File: src/hw/rtl/sprite_frame_animator_defines.svh
// assertion macros used by the sprite frame animator controller
`ifndef SPRITE_FRAME_ANIMATOR_DEFINES_SVH
`define SPRITE_FRAME_ANIMATOR_DEFINES_SVH

`ifndef SYNTHESIS
// same-cycle implication, disabled while in reset
`define SFA_ASSERT_NOW(label, clk, rst_n, ante, cons) \
    label: assert property (@(posedge clk) disable iff (!rst_n) (ante) |-> (cons)) \
        else $error("sprite frame animator check failed");
// next-cycle implication, disabled while in reset
`define SFA_ASSERT_NEXT(label, clk, rst_n, ante, cons) \
    label: assert property (@(posedge clk) disable iff (!rst_n) (ante) |=> (cons)) \
        else $error("sprite frame animator check failed");
`else
`define SFA_ASSERT_NOW(label, clk, rst_n, ante, cons)
`define SFA_ASSERT_NEXT(label, clk, rst_n, ante, cons)
`endif

`endif

File: src/hw/rtl/sfa_pkg.sv
// types and constants of the sprite frame animator
package sfa_pkg;

    localparam logic [2:0] CMD_TICK        = 3'd0;
    localparam logic [2:0] CMD_PLAY        = 3'd1;
    localparam logic [2:0] CMD_PAUSE       = 3'd2;
    localparam logic [2:0] CMD_RESUME      = 3'd3;
    localparam logic [2:0] CMD_STOP        = 3'd4;
    localparam logic [2:0] CMD_WRITE_FRAME = 3'd5;
    localparam logic [2:0] CMD_WRITE_ANIM  = 3'd6;

    localparam logic [1:0] ST_STOPPED = 2'd0;
    localparam logic [1:0] ST_PLAYING = 2'd1;
    localparam logic [1:0] ST_PAUSED  = 2'd2;

    localparam int CFG_IDX_W  = 2;
    localparam int CFG_DATA_W = 16;

    localparam logic [CFG_IDX_W-1:0] CFG_SPRITE_SPEED = 2'd0;
    localparam logic [CFG_IDX_W-1:0] CFG_FLIP_H       = 2'd1;
    localparam logic [CFG_IDX_W-1:0] CFG_FLIP_V       = 2'd2;

    localparam logic [15:0] SPEED_ONE = 16'd256;

    typedef struct packed {
        logic [2:0]  command;
        logic [2:0]  anim_id;
        logic [3:0]  frame_index;
        logic [15:0] time_value;
        logic [15:0] entry_left_u;
        logic [15:0] entry_top_v;
        logic [15:0] entry_right_u;
        logic [15:0] entry_bottom_v;
        logic [4:0]  frame_total;
        logic        loop_flag;
        logic [15:0] anim_speed;
        logic        restart;
    } item_t;

    typedef struct packed {
        logic [15:0] left_u;
        logic [15:0] top_v;
        logic [15:0] right_u;
        logic [15:0] bottom_v;
        logic [3:0]  current_frame;
        logic [1:0]  play_state;
        logic        frame_advanced;
    } result_t;

    typedef struct packed {
        logic [15:0] l;
        logic [15:0] t;
        logic [15:0] r;
        logic [15:0] b;
    } rect_t;

    typedef struct packed {
        logic [15:0] dur;
        rect_t       rect;
    } frame_entry_t;

    typedef struct packed {
        logic [4:0]  count;
        logic        loop;
        logic [15:0] speed;
    } desc_t;

    // controller to datapath
    typedef struct packed {
        logic capture;
        logic fetch;
        logic add;
        logic step;
        logic load_rect;
        logic out_load;
    } ctrl_t;

    // datapath to controller
    typedef struct packed {
        logic live_tick;
        logic step_hit;
    } status_t;

endpackage

File: src/hw/rtl/sfa_ctrl.sv
// sequencing state machine of the sprite frame animator
`include "sprite_frame_animator_defines.svh"

module sfa_ctrl (
    input  logic              clk,
    input  logic              rst_n,
    input  logic              in_valid,
    output logic              in_ready,
    output logic              out_valid,
    input  logic              out_ready,
    input  sfa_pkg::status_t  status,
    output sfa_pkg::ctrl_t    ctrl
);
    import sfa_pkg::*;

    localparam logic [2:0] S_IDLE  = 3'd0;
    localparam logic [2:0] S_FETCH = 3'd1;
    localparam logic [2:0] S_ADD   = 3'd2;
    localparam logic [2:0] S_CMP   = 3'd3;
    localparam logic [2:0] S_LOAD  = 3'd4;
    localparam logic [2:0] S_OUT   = 3'd5;

    logic [2:0] state_reg;
    logic [2:0] state_next;
    logic       out_valid_reg;
    logic       out_valid_next;
    logic       accept;
    logic       out_free;

    assign in_ready  = (state_reg == S_IDLE);
    assign accept    = in_valid && in_ready;
    assign out_free  = !out_valid_reg || out_ready;
    assign out_valid = out_valid_reg;

    always_comb
    begin
        state_next = state_reg;
        ctrl       = '0;
        case (state_reg)
            S_IDLE:
            begin
                if (accept)
                begin
                    ctrl.capture = 1'b1;
                    state_next   = S_FETCH;
                end
            end
            S_FETCH:
            begin
                ctrl.fetch = 1'b1;
                state_next = status.live_tick ? S_ADD : S_OUT;
            end
            S_ADD:
            begin
                ctrl.add   = 1'b1;
                state_next = S_CMP;
            end
            S_CMP:
            begin
                ctrl.step  = 1'b1;
                state_next = status.step_hit ? S_LOAD : S_OUT;
            end
            S_LOAD:
            begin
                ctrl.load_rect = 1'b1;
                state_next     = S_OUT;
            end
            S_OUT:
            begin
                if (out_free)
                begin
                    ctrl.out_load = 1'b1;
                    state_next    = S_IDLE;
                end
            end
            default:
            begin
                state_next = S_IDLE;
            end
        endcase
    end

    always_comb
    begin
        out_valid_next = out_valid_reg;
        if (ctrl.out_load)
        begin
            out_valid_next = 1'b1;
        end
        else if (out_ready)
        begin
            out_valid_next = 1'b0;
        end
    end

    always_ff @(posedge clk or negedge rst_n)
    begin
        if (!rst_n)
        begin
            state_reg     <= S_IDLE;
            out_valid_reg <= 1'b0;
        end
        else
        begin
            state_reg     <= state_next;
            out_valid_reg <= out_valid_next;
        end
    end

    // an accepted item always starts with the table fetch
    `SFA_ASSERT_NEXT(a_accept_fetch, clk, rst_n, accept, state_reg == S_FETCH)
    // a pending result is never overwritten
    `SFA_ASSERT_NOW(a_no_overwrite, clk, rst_n, ctrl.out_load, !out_valid_reg || out_ready)
    // a rectangle reload only follows a frame step
    `SFA_ASSERT_NOW(a_load_after_cmp, clk, rst_n, state_reg == S_LOAD, $past(state_reg) == S_CMP)

endmodule

File: config.mk
export PLATFORM = sky130hd
export DESIGN_NAME = sfa_ctrl
export DESIGN_NICKNAME = d
export VERILOG_FILES = /design/src/hw/rtl/sfa_pkg.sv /design/src/hw/rtl/sfa_ctrl.sv
export VERILOG_INCLUDE_DIRS = /design/src /design/src/hw/rtl
export SDC_FILE = /design/constraint.sdc
export NUM_CORES = 1
export LEC_CHECK = 0
export ABC_AREA = 1
export BUFFER_PORTS_ARGS = -buffer_cell sky130_fd_sc_hd__buf_4
export CORE_AREA = 4 4 41 43
export CTS_CLUSTER_DIAMETER = 100
export DETAILED_ROUTE_END_ITERATION = 10
export DIE_AREA = 0 0 45 47
export GPL_TIMING_DRIVEN = 0
export PLACE_DENSITY = 0.45
export SETUP_SLACK_MARGIN = 0.2
export SYNTH_ARGS = -nofsm -noshare
export SYNTH_HDL_FRONTEND = slang
export SYNTH_SLANG_ARGS = --single-unit
File: constraint.sdc
create_clock -name clk -period 1.1 [get_ports clk]
set_clock_uncertainty 0.15 [all_clocks]
set_input_delay 0.22 -clock clk [delete_from_list [all_inputs] [get_ports clk]]
set_output_delay 0.22 -clock clk [all_outputs]
set_load 0.01 [all_outputs]
==> results.toml, run 1 <==
[final_layout]
layout_common_cells = "buf_4 (21), inv_1 (10), nand2_1 (7)"
largest_reg_flops = 3
nets = 81
diodes = 0
final_cell_area_um2 = 574
area_delta_synth_final_pct = 115
drive_gt1_share_pct = 62.2
final_common_cell = "buf_4"

[grt]
grt_pass1_wl_um = 1240
grt_max_degree = 6
overflow = 0
grt.total_usage_pct = 8.56
grt_pass1_vias = 326
antenna_found_initial = 0

[placed_design]
dp_slack_ns = -0.166
io_buffers = 13
dp_hpwl_um = 485
gp_congestion = 0.746
place_area_um2 = 402

[logic_synthesis]
syn_area_per_cell_um2 = 6.06
yosysTopAreaCell = "dfrtp_1"
synth_cell_types = 10
yosys-top-cells-area = "dfrtp_1 (38%), inv_1 (18%), nand2_1 (14%), nor2_1 (11%), nand3_1 (5.6%)"
syn_area_um2 = 267
yosysSeqAreaShare_pct = 37.6
syn_nets = 50
synthCells = 44
synth_top_area_share_pct = 37.6
yosys_register_bits = 4
yosys_warnings = 0

[routing]
initialDrtViolationCount = 1
wl_per_cell_um = 7.88
antenna_left = 0
drc_errors = 0
vias = 337
viasPerCell = 3.79
dr.pass1.iters = 2
wirelength_um = 701

[power_and_ir_drop]
p_sw_mw = 0.592
p_clk_share_pct = 12.8
vdd_drop_max_uv = 1150
switching_share_pct = 39.1
powerDensity_mw_per_mm2 = 2640
p_int_mw = 0.922
power_frac_comb_pct = 65.2
p_seq_share_pct = 22.0
p_leak_nw = 0.327

[clock_tree]
cts_sinks = 4
clkLatencyLatePin_ns = 0.23
tritoncts = "done"
clock-root-buffer = "clkbuf_4"
path_clk_slew_ns = 0.04
clockBufferDepth = 2
h-tree-depth = 1
cts_buffers = 3

[status]
status = "complete, but fails checks"
violations = "negative setup slack"

[setup_path]
cp_top_family = "flip-flops"
cpMaxStageDelayCell = "dfrtp_2"
ff2ff_setup_slack_ns = -0.29
ff2ff_path_depth = 7
cp-end-kind = "output port"
critPathMaxFanout = 5
crit_chain = "nor2_1, nand2_1, inv_1, buf_4"
crit_arrival_ns = 1.10
critPathMaxStageDelay_ns = 0.45
critPathRequiredTime_ns = 0.73
r2r-start = "state_reg[0]"
r2r-end = "state_reg[1]"
start_kind = "flop"
crit_type = "reg2out"
critPathBufInv = 2

[worst_hold_path]
whs_path_depth = 3
min_from = "status[1]"
min_to = "state_reg[1]"
hold_path.class = "in2reg"

[timing]
tightestPinTransition_ns = 0.143
whs_ns = 0.115
grt_setup_unrepaired = "yes"
hold_viol_final = 0
max_freq_mhz = 683
post-route-period-util_pct = 133
slew_violations = 0
period_minus_slack_ns = 1.47
relSlewSlack_pct = 90.4
setup_viol = 11
setup_ws_ns = -0.365

[floorplanning]
die_w_um = 45
fp.dieH_um = 47
placementRows = 13
start_util_pct = 20.5
io_pins = 14
core_mm2 = 0.00130
die_area_mm2 = 0.00212

[flow_run]
maxCapViolations = 0
per-stage QoR:
step / utilization [%] / TNS [ns] / std cells / power [mW]
after floorplan: - / -0.0582 / 44 / 0.680
after global placement: 30.9 / -0.953 / 72 / 0.926
after detailed placement: 30.9 / -0.921 / 72 / 0.923
after CTS: 41.3 / -3.03 / 86 / 1.44
after global routing: 44.1 / -3.89 / 89 / 1.67
final: 44.1 / -3.07 / 89 / 1.51
tightest hold or removal path, stage by stage:
cell     delay [ns]
buf_4          0.11
inv_1          0.06
o21ai_1        0.07
cells in the mapped netlist:
| master | count |
|---|---|
| inv_1 | 13 |
| nand2_1 | 10 |
| nor2_1 | 8 |
| dfrtp_1 | 4 |
| nand3_1 | 3 |
| nor2_2 | 2 |
| buf_4 | 1 |
| inv_2 | 1 |
| nand4_1 | 1 |
| o21ai_1 | 1 |
power groups by stage:
stage	Combinational [mW]	Clock, mW	Sequential (mW)
2_1_floorplan	0.377	0	0.303
3_3_place_gp	0.615	0	0.312
3_5_place_dp	0.610	0	0.312
4_1_cts	0.905	0.201	0.333
5_1_grt	1.10	0.217	0.346
6_report	0.987	0.194	0.333
layout make-up:
type                    instances  area (µm²)
clock buffers                   4        26.3
plain buffers                   1        7.51
multi-input cells              25         149
repair buffers                 26         216
fillers                       145         727
well taps                      15        18.8
inverters                      14        52.6
flip-flops and latches          4         104
layer usage:
layer | GRT usage (%) | up-vias | share of wire [%]
met3 | 2.30 | 2 | 4.7
li1 | - | 184 | -
met1 | 10.1 | 141 | 44
met5 | 0 | - | 0
met4 | 8.77 | 0 | 2.7
met2 | 12.1 | 10 | 49
what timing repair did:
item / in CTS / in global routing
endpoints found under the hold margin: 4 / 0
buffers inserted: 9 / 3
endpoints found under the setup margin: 11 / 12
hold buffers: 1 / 0
gates resized for setup: 11 / 4
pin swaps: 4 / 3
cell families after synthesis:
group	Yosys count	synth area share (%)
AO/OA/AOI/OAI	1	1.88
buffers and inverters	15	22.5
flip-flops	4	37.6
AND/OR/NAND/NOR	24	38.0
how the worst max path moves through the flow:
stage,end,slack (ns),start,cells after the start
2_1_floorplan,ctrl[5],-0.03,state_reg[1],3
4_1_cts,ctrl[0],-0.38,state_reg[1],5
6_report,ctrl[3],-0.37,state_reg[2],4
5_1_grt,ctrl[5],-0.43,state_reg[0],4
3_5_place_dp,ctrl[5],-0.17,state_reg[1],4
3_3_place_gp,ctrl[5],-0.17,state_reg[1],4
Power figures use the tool's default switching activity.
==> run 2, diff against run 1 <==
Settings changed: CELL_PAD_IN_SITES_DETAIL_PLACEMENT set to 2, CELL_PAD_IN_SITES_GLOBAL_PLACEMENT set to 2, CORE_AREA 4 4 41 43 to unset, CORE_MARGIN set to 4, CORE_UTILIZATION set to 16, DIE_AREA 0 0 45 47 to unset, PLACE_DENSITY 0.45 to 0.67.
==> results.toml, run 2 (synthesis results as in run 1) <==
[final_layout]
diodes = 0
multi_input_area_um2 = 165
nets = 77
final_common_cell = "buf_4"
final_cell_area_um2 = 569
largest_reg_flops = 3
area_delta_synth_final_pct = 114
n_fill_cell = 183
final_util_pct = 36.9
layout_common_cells = "buf_4 (15), inv_1 (10), buf_6 (7)"
drive_gt1_share_pct = 68.6
fin_cells = 86
regArea_um2 = 104

[placed_design]
io_buffers = 13
dp_slack_ns = -0.179
dp_hpwl_um = 674
gp_congestion = 0.708
place_area_um2 = 403
placed_cells = 73

[grt]
antenna_found_initial = 0
grt_pass1_wl_um = 1880
grt_max_degree = 6
grt.total_usage_pct = 10.6
overflow = 0
grt_pass1_vias = 415

[clock_tree]
h-tree-depth = 1
clockBufferDepth = 2
path_clk_slew_ns = 0.04
cts_buffers = 3
clkLatencyLatePin_ns = 0.25
cts_sinks = 4
clock-root-buffer = "clkbuf_4"
tritoncts = "done"

[routing]
wirelength_um = 1070
drc_errors = 0
dr.pass1.iters = 4
antenna_left = 0
vias = 343
viasPerCell = 3.99
initialDrtViolationCount = 1
wl_per_cell_um = 12.4

[floorplanning]
die_area_mm2 = 0.00238
fp.dieH_um = 48.8
core_mm2 = 0.00154
placementRows = 14
die_w_um = 48.8
io_pins = 14
start_util_pct = 17.3

[flow_run]
maxCapViolations = 0

[timing]
setup_viol = 10
whs_ns = 0.101
period_minus_slack_ns = 1.53
post-route-period-util_pct = 139
max_freq_mhz = 654
grt_setup_unrepaired = "yes"
relSlewSlack_pct = 87.8
setup-tns-final_ns = -3.23
tightestPinTransition_ns = 0.183
hold_viol_final = 0
slew_violations = 0
setup_ws_ns = -0.430

[setup_path]
cp-end-kind = "output port"
r2r-start = "state_reg[1]"
critPathMaxFanout = 5
r2r-end = "state_reg[0]"
cpMaxStageDelayCell = "dfrtp_2"
critPathMaxStageDelay_ns = 0.44
crit_arrival_ns = 1.16
critPathRequiredTime_ns = 0.73
critPathBufInv = 3
ff2ff_setup_slack_ns = -0.33
ff2ff_path_depth = 8
start_kind = "flop"
crit_chain = "inv_1, nand3_2, nor2_2, buf_4, buf_6"
crit_type = "reg2out"
cp_top_family = "flip-flops"

[status]
status = "complete, but fails checks"
violations = "negative setup slack"

[worst_hold_path]
min_from = "status[1]"
hold_path.class = "in2reg"
whs_path_depth = 3
min_to = "state_reg[1]"

[power_and_ir_drop]
vdd_drop_max_uv = 988
p_leak_nw = 0.318
powerDensity_mw_per_mm2 = 2800
finalPower_mw = 1.60
run 2: changes by cell type in the layout (fill, tap and decap cells not counted):
cell | previous run | this run
nand2_2 | 3 | 4
buf_6 | 5 | 7
o21ai_1 | 1 | 0
o21ai_2 | 0 | 1
nor2_1 | 4 | 1
nor2_2 | 2 | 6
nor2_4 | 4 | 3
buf_4 | 21 | 15
nand2_4 | 0 | 1
nand2_1 | 7 | 5
run 2: final cells by class:
class / count / area share, %
repair buffers: 22 / 34.1
multi-input cells: 25 / 29.0
flip-flops and latches: 4 / 18.2
inverters: 14 / 9.23
clock buffers: 4 / 4.62
well taps: 16 / 3.52
plain buffers: 1 / 1.32
run 2: power by group:
| part | total, mW | leakage (nW) | switching [mW] | internal, mW |
|---|---|---|---|---|
| Combinational | 1.03 | 0.257 | 0.476 | 0.552 |
| Clock | 0.210 | 0.0150 | 0.0733 | 0.137 |
| Sequential | 0.358 | 0.0464 | 0.135 | 0.223 |
| Total | 1.60 | 0.318 | 0.684 | 0.912 |
run 2: worst min-delay path, stage by stage:
cell     delay (ns)
buf_4          0.11
inv_1          0.07
o21ai_2        0.06
run 2: metal layers:
metal	global-route usage (%)	up-vias	share of wire, %
met3	4.28	2	4.1
li1	-	175	-
met1	10.2	157	41
met4	5.38	0	1.6
met2	18.9	9	53
met5	0	-	0
run 2: what timing repair did:
action,CTS,global route
setup buffers,5,3
setup endpoints to repair,12,12
hold endpoints to repair,4,0
pin swaps,3,4
resized for setup,9,14
hold buffers,1,0
run 2: worst max path at each step:
stage / endpoint / slack [ns] / depth (start not counted) / start
4_1_cts: ctrl[5] / -0.40 / 4 / state_reg[0]
5_1_grt: ctrl[0] / -0.50 / 5 / state_reg[1]
3_3_place_gp: ctrl[5] / -0.19 / 4 / state_reg[1]
2_1_floorplan: ctrl[5] / -0.03 / 3 / state_reg[1]
6_report: ctrl[0] / -0.43 / 5 / state_reg[1]
3_5_place_dp: ctrl[5] / -0.18 / 4 / state_reg[1]
==> run 3, diff against run 2 <==
Settings changed: ABC_AREA 1 to 0, CORE_AREA set to 4 4 41 43, CORE_MARGIN 4 to unset, CORE_UTILIZATION 16 to unset, DIE_AREA set to 0 0 45 47, PLACE_DENSITY 0.67 to 0.7.
Clock period 1.1 ns to 1.41 ns, I/O delays scaled along.
==> results.toml, run 3 <==
[logic_synthesis]
syn_area_per_cell_um2 = 9.76
yosys_register_bits = 4
yosys-top-cells-area = "dfrtp_1 (34%), buf_6 (7.7%), o41ai_2 (5.6%), o21ai_1 (5.1%), buf_4 (5.1%)"
postSynth.asyncResetShare_pct = 100
yosysMostFrequentCell = "dfrtp_1"
yosys_warnings = 0
syn_area_um2 = 293
synth_flop_cell = "dfrtp_1"
synth_cell_types = 21
synth_top_area_share_pct = 34.2
synth_common_cells = "dfrtp_1 (4), o21ai_1 (3)"
synthCells = 30
yosysSeqAreaShare_pct = 34.2
yosysTopAreaCell = "dfrtp_1"
synth_edf_count = 0
syn_nets = 36

[clock_tree]
clockBufferDepth = 2
path_clk_slew_ns = 0.03
tritoncts = "done"
cts_sinks = 4
clock-root-buffer = "clkbuf_4"
cts_buffers = 3
h-tree-depth = 1
clkLatencyLatePin_ns = 0.24

[final_layout]
area_delta_synth_final_pct = 97.4
drive_gt1_share_pct = 62.1
final_common_cell = "buf_4"
final_cell_area_um2 = 578
largest_reg_flops = 3
diodes = 0
nets = 66
fin_cells = 73
layout_common_cells = "buf_4 (17), buf_6 (11), dfrtp_1 (4)"

[routing]
antenna_left = 0
viasPerCell = 4.40
wl_per_cell_um = 14.2
initialDrtViolationCount = 0
dr.pass1.iters = 1
vias = 321
drc_errors = 0
wirelength_um = 1040

[timing]
max_freq_mhz = 617
setup_viol = 8
setup-tns-final_ns = -1.16
grt_setup_unrepaired = "yes"
relSlewSlack_pct = 84.1
setup_ws_ns = -0.210
post-route-period-util_pct = 115
tightestPinTransition_ns = 0.238
period_minus_slack_ns = 1.62
whs_ns = 0.167
hold_viol_final = 0
slew_violations = 0

[setup_path]
r2r-start = "state_reg[1]"
cpMostUsedCell = "buf_6"
critPathMaxFanout = 6
critPathRequiredTime_ns = 0.98
crit_arrival_ns = 1.19
critPathBufInv = 2
ff2ff_setup_slack_ns = -0.01
cpMaxStageDelayCell = "dfrtp_1"
critPathMaxStageDelay_ns = 0.40
cp_top_family = "flip-flops"
cp-end-kind = "output port"
crit_chain = "buf_6, nor3_4, and2_4, buf_6"
start_kind = "flop"
crit_type = "reg2out"
r2r-end = "state_reg[0]"
ff2ff_path_depth = 7

[status]
status = "complete, but fails checks"
violations = "negative setup slack"

[power_and_ir_drop]
powerDensity_mw_per_mm2 = 2200
p_leak_nw = 0.295
vdd_drop_max_uv = 860

[grt]
grt_pass1_vias = 361
antenna_found_initial = 0
overflow = 0
grt_pass1_wl_um = 1820
grt_max_degree = 10
grt.total_usage_pct = 12.6

[floorplanning]
start_util_pct = 22.5
core_mm2 = 0.00130
die_area_mm2 = 0.00212
io_pins = 14
die_w_um = 45
placementRows = 13
fp.dieH_um = 47

[flow_run]
maxCapViolations = 0

[worst_hold_path]
min_from = "status[1]"
whs_path_depth = 2
hold_path.class = "in2reg"
min_to = "state_reg[1]"

[placed_design]
placed_cells = 58
io_buffers = 13
place_area_um2 = 418
gp_congestion = 0.726
dp_slack_ns = -0.00267
dp_hpwl_um = 611
-- run 3: changes by cell type after synthesis, sizes merged, moves of 3 or more --
cell   change
buf        +3
inv       -13
nand2      -8
nor2       -9
-- run 3: how the worst max path moves through the flow --
stage	start	depth (start not counted)	end
2_1_floorplan	state_reg[0]	3	ctrl[5]
3_3_place_gp	out_ready	5	ctrl[0]
3_5_place_dp	state_reg[0]	4	ctrl[5]
4_1_cts	state_reg[0]	4	ctrl[5]
5_1_grt	state_reg[1]	4	ctrl[5]
6_report	state_reg[1]	4	ctrl[5]
-- run 3: cell families (layout without fill, tap and decap cells) --
| family | count (synthesis) | in the layout | synth area share [%] |
|---|---|---|---|
| AO/OA/AOI/OAI | 7 | 7 | 18.4 |
| buffers and inverters | 5 | 33 | 14.1 |
| flip-flops | 4 | 4 | 34.2 |
| multiplexers | 1 | 1 | 3.42 |
| AND/OR/NAND/NOR | 13 | 13 | 29.9 |
-- run 3: cell type report --
class,instances,area [µm²]
flip-flops and latches,4,100
multi-input cells,21,171
repair buffers,25,220
clock buffers,3,22.5
fillers,151,723
inverters,1,3.75
plain buffers,4,41.3
well taps,15,18.8
-- run 3: timing repair --
action | 4_1_cts | 5_1_grt
endpoints found under the setup margin | 8 | 10
endpoints found under the hold margin | 4 | 0
pin swaps | 6 | 4
hold buffers | 1 | 0
setup buffers | 9 | 2
resized for setup | 7 | 3
-- run 3: stage by stage --
step	power [mW]	utilization (%)
after floorplan	0.620	-
final	1.27	44.4
after global routing	1.39	44.4
after global placement	0.824	32.1
after CTS	1.21	41.8
after detailed placement	0.836	32.1
-- run 3: power breakdown --
part / internal (mW) / switching, mW / leakage (nW) / total [mW]
Combinational: 0.543 / 0.381 / 0.231 / 0.924
Sequential: 0.167 / 0.0390 / 0.0499 / 0.206
Clock: 0.0951 / 0.0459 / 0.0138 / 0.141
Total: 0.805 / 0.465 / 0.295 / 1.27
-- run 3: worst register-to-register path, stage by stage (launching register included) --
cell     delay, ns
dfrtp_1       0.40
buf_6         0.15
buf_4         0.13
buf_6         0.11
buf_6         0.11
o21ai_1       0.10
o21ai_1       0.08
o22ai_1       0.12
-- run 3: metal layers --
metal | vias to the layer above | part of all wire [%] | track usage [%]
met5 | - | 0 | 0
li1 | 160 | - | -
met1 | 153 | 41 | 15.1
met3 | 0 | 4.7 | 6.13
met4 | 0 | 0 | 3.51
met2 | 8 | 54 | 20.1
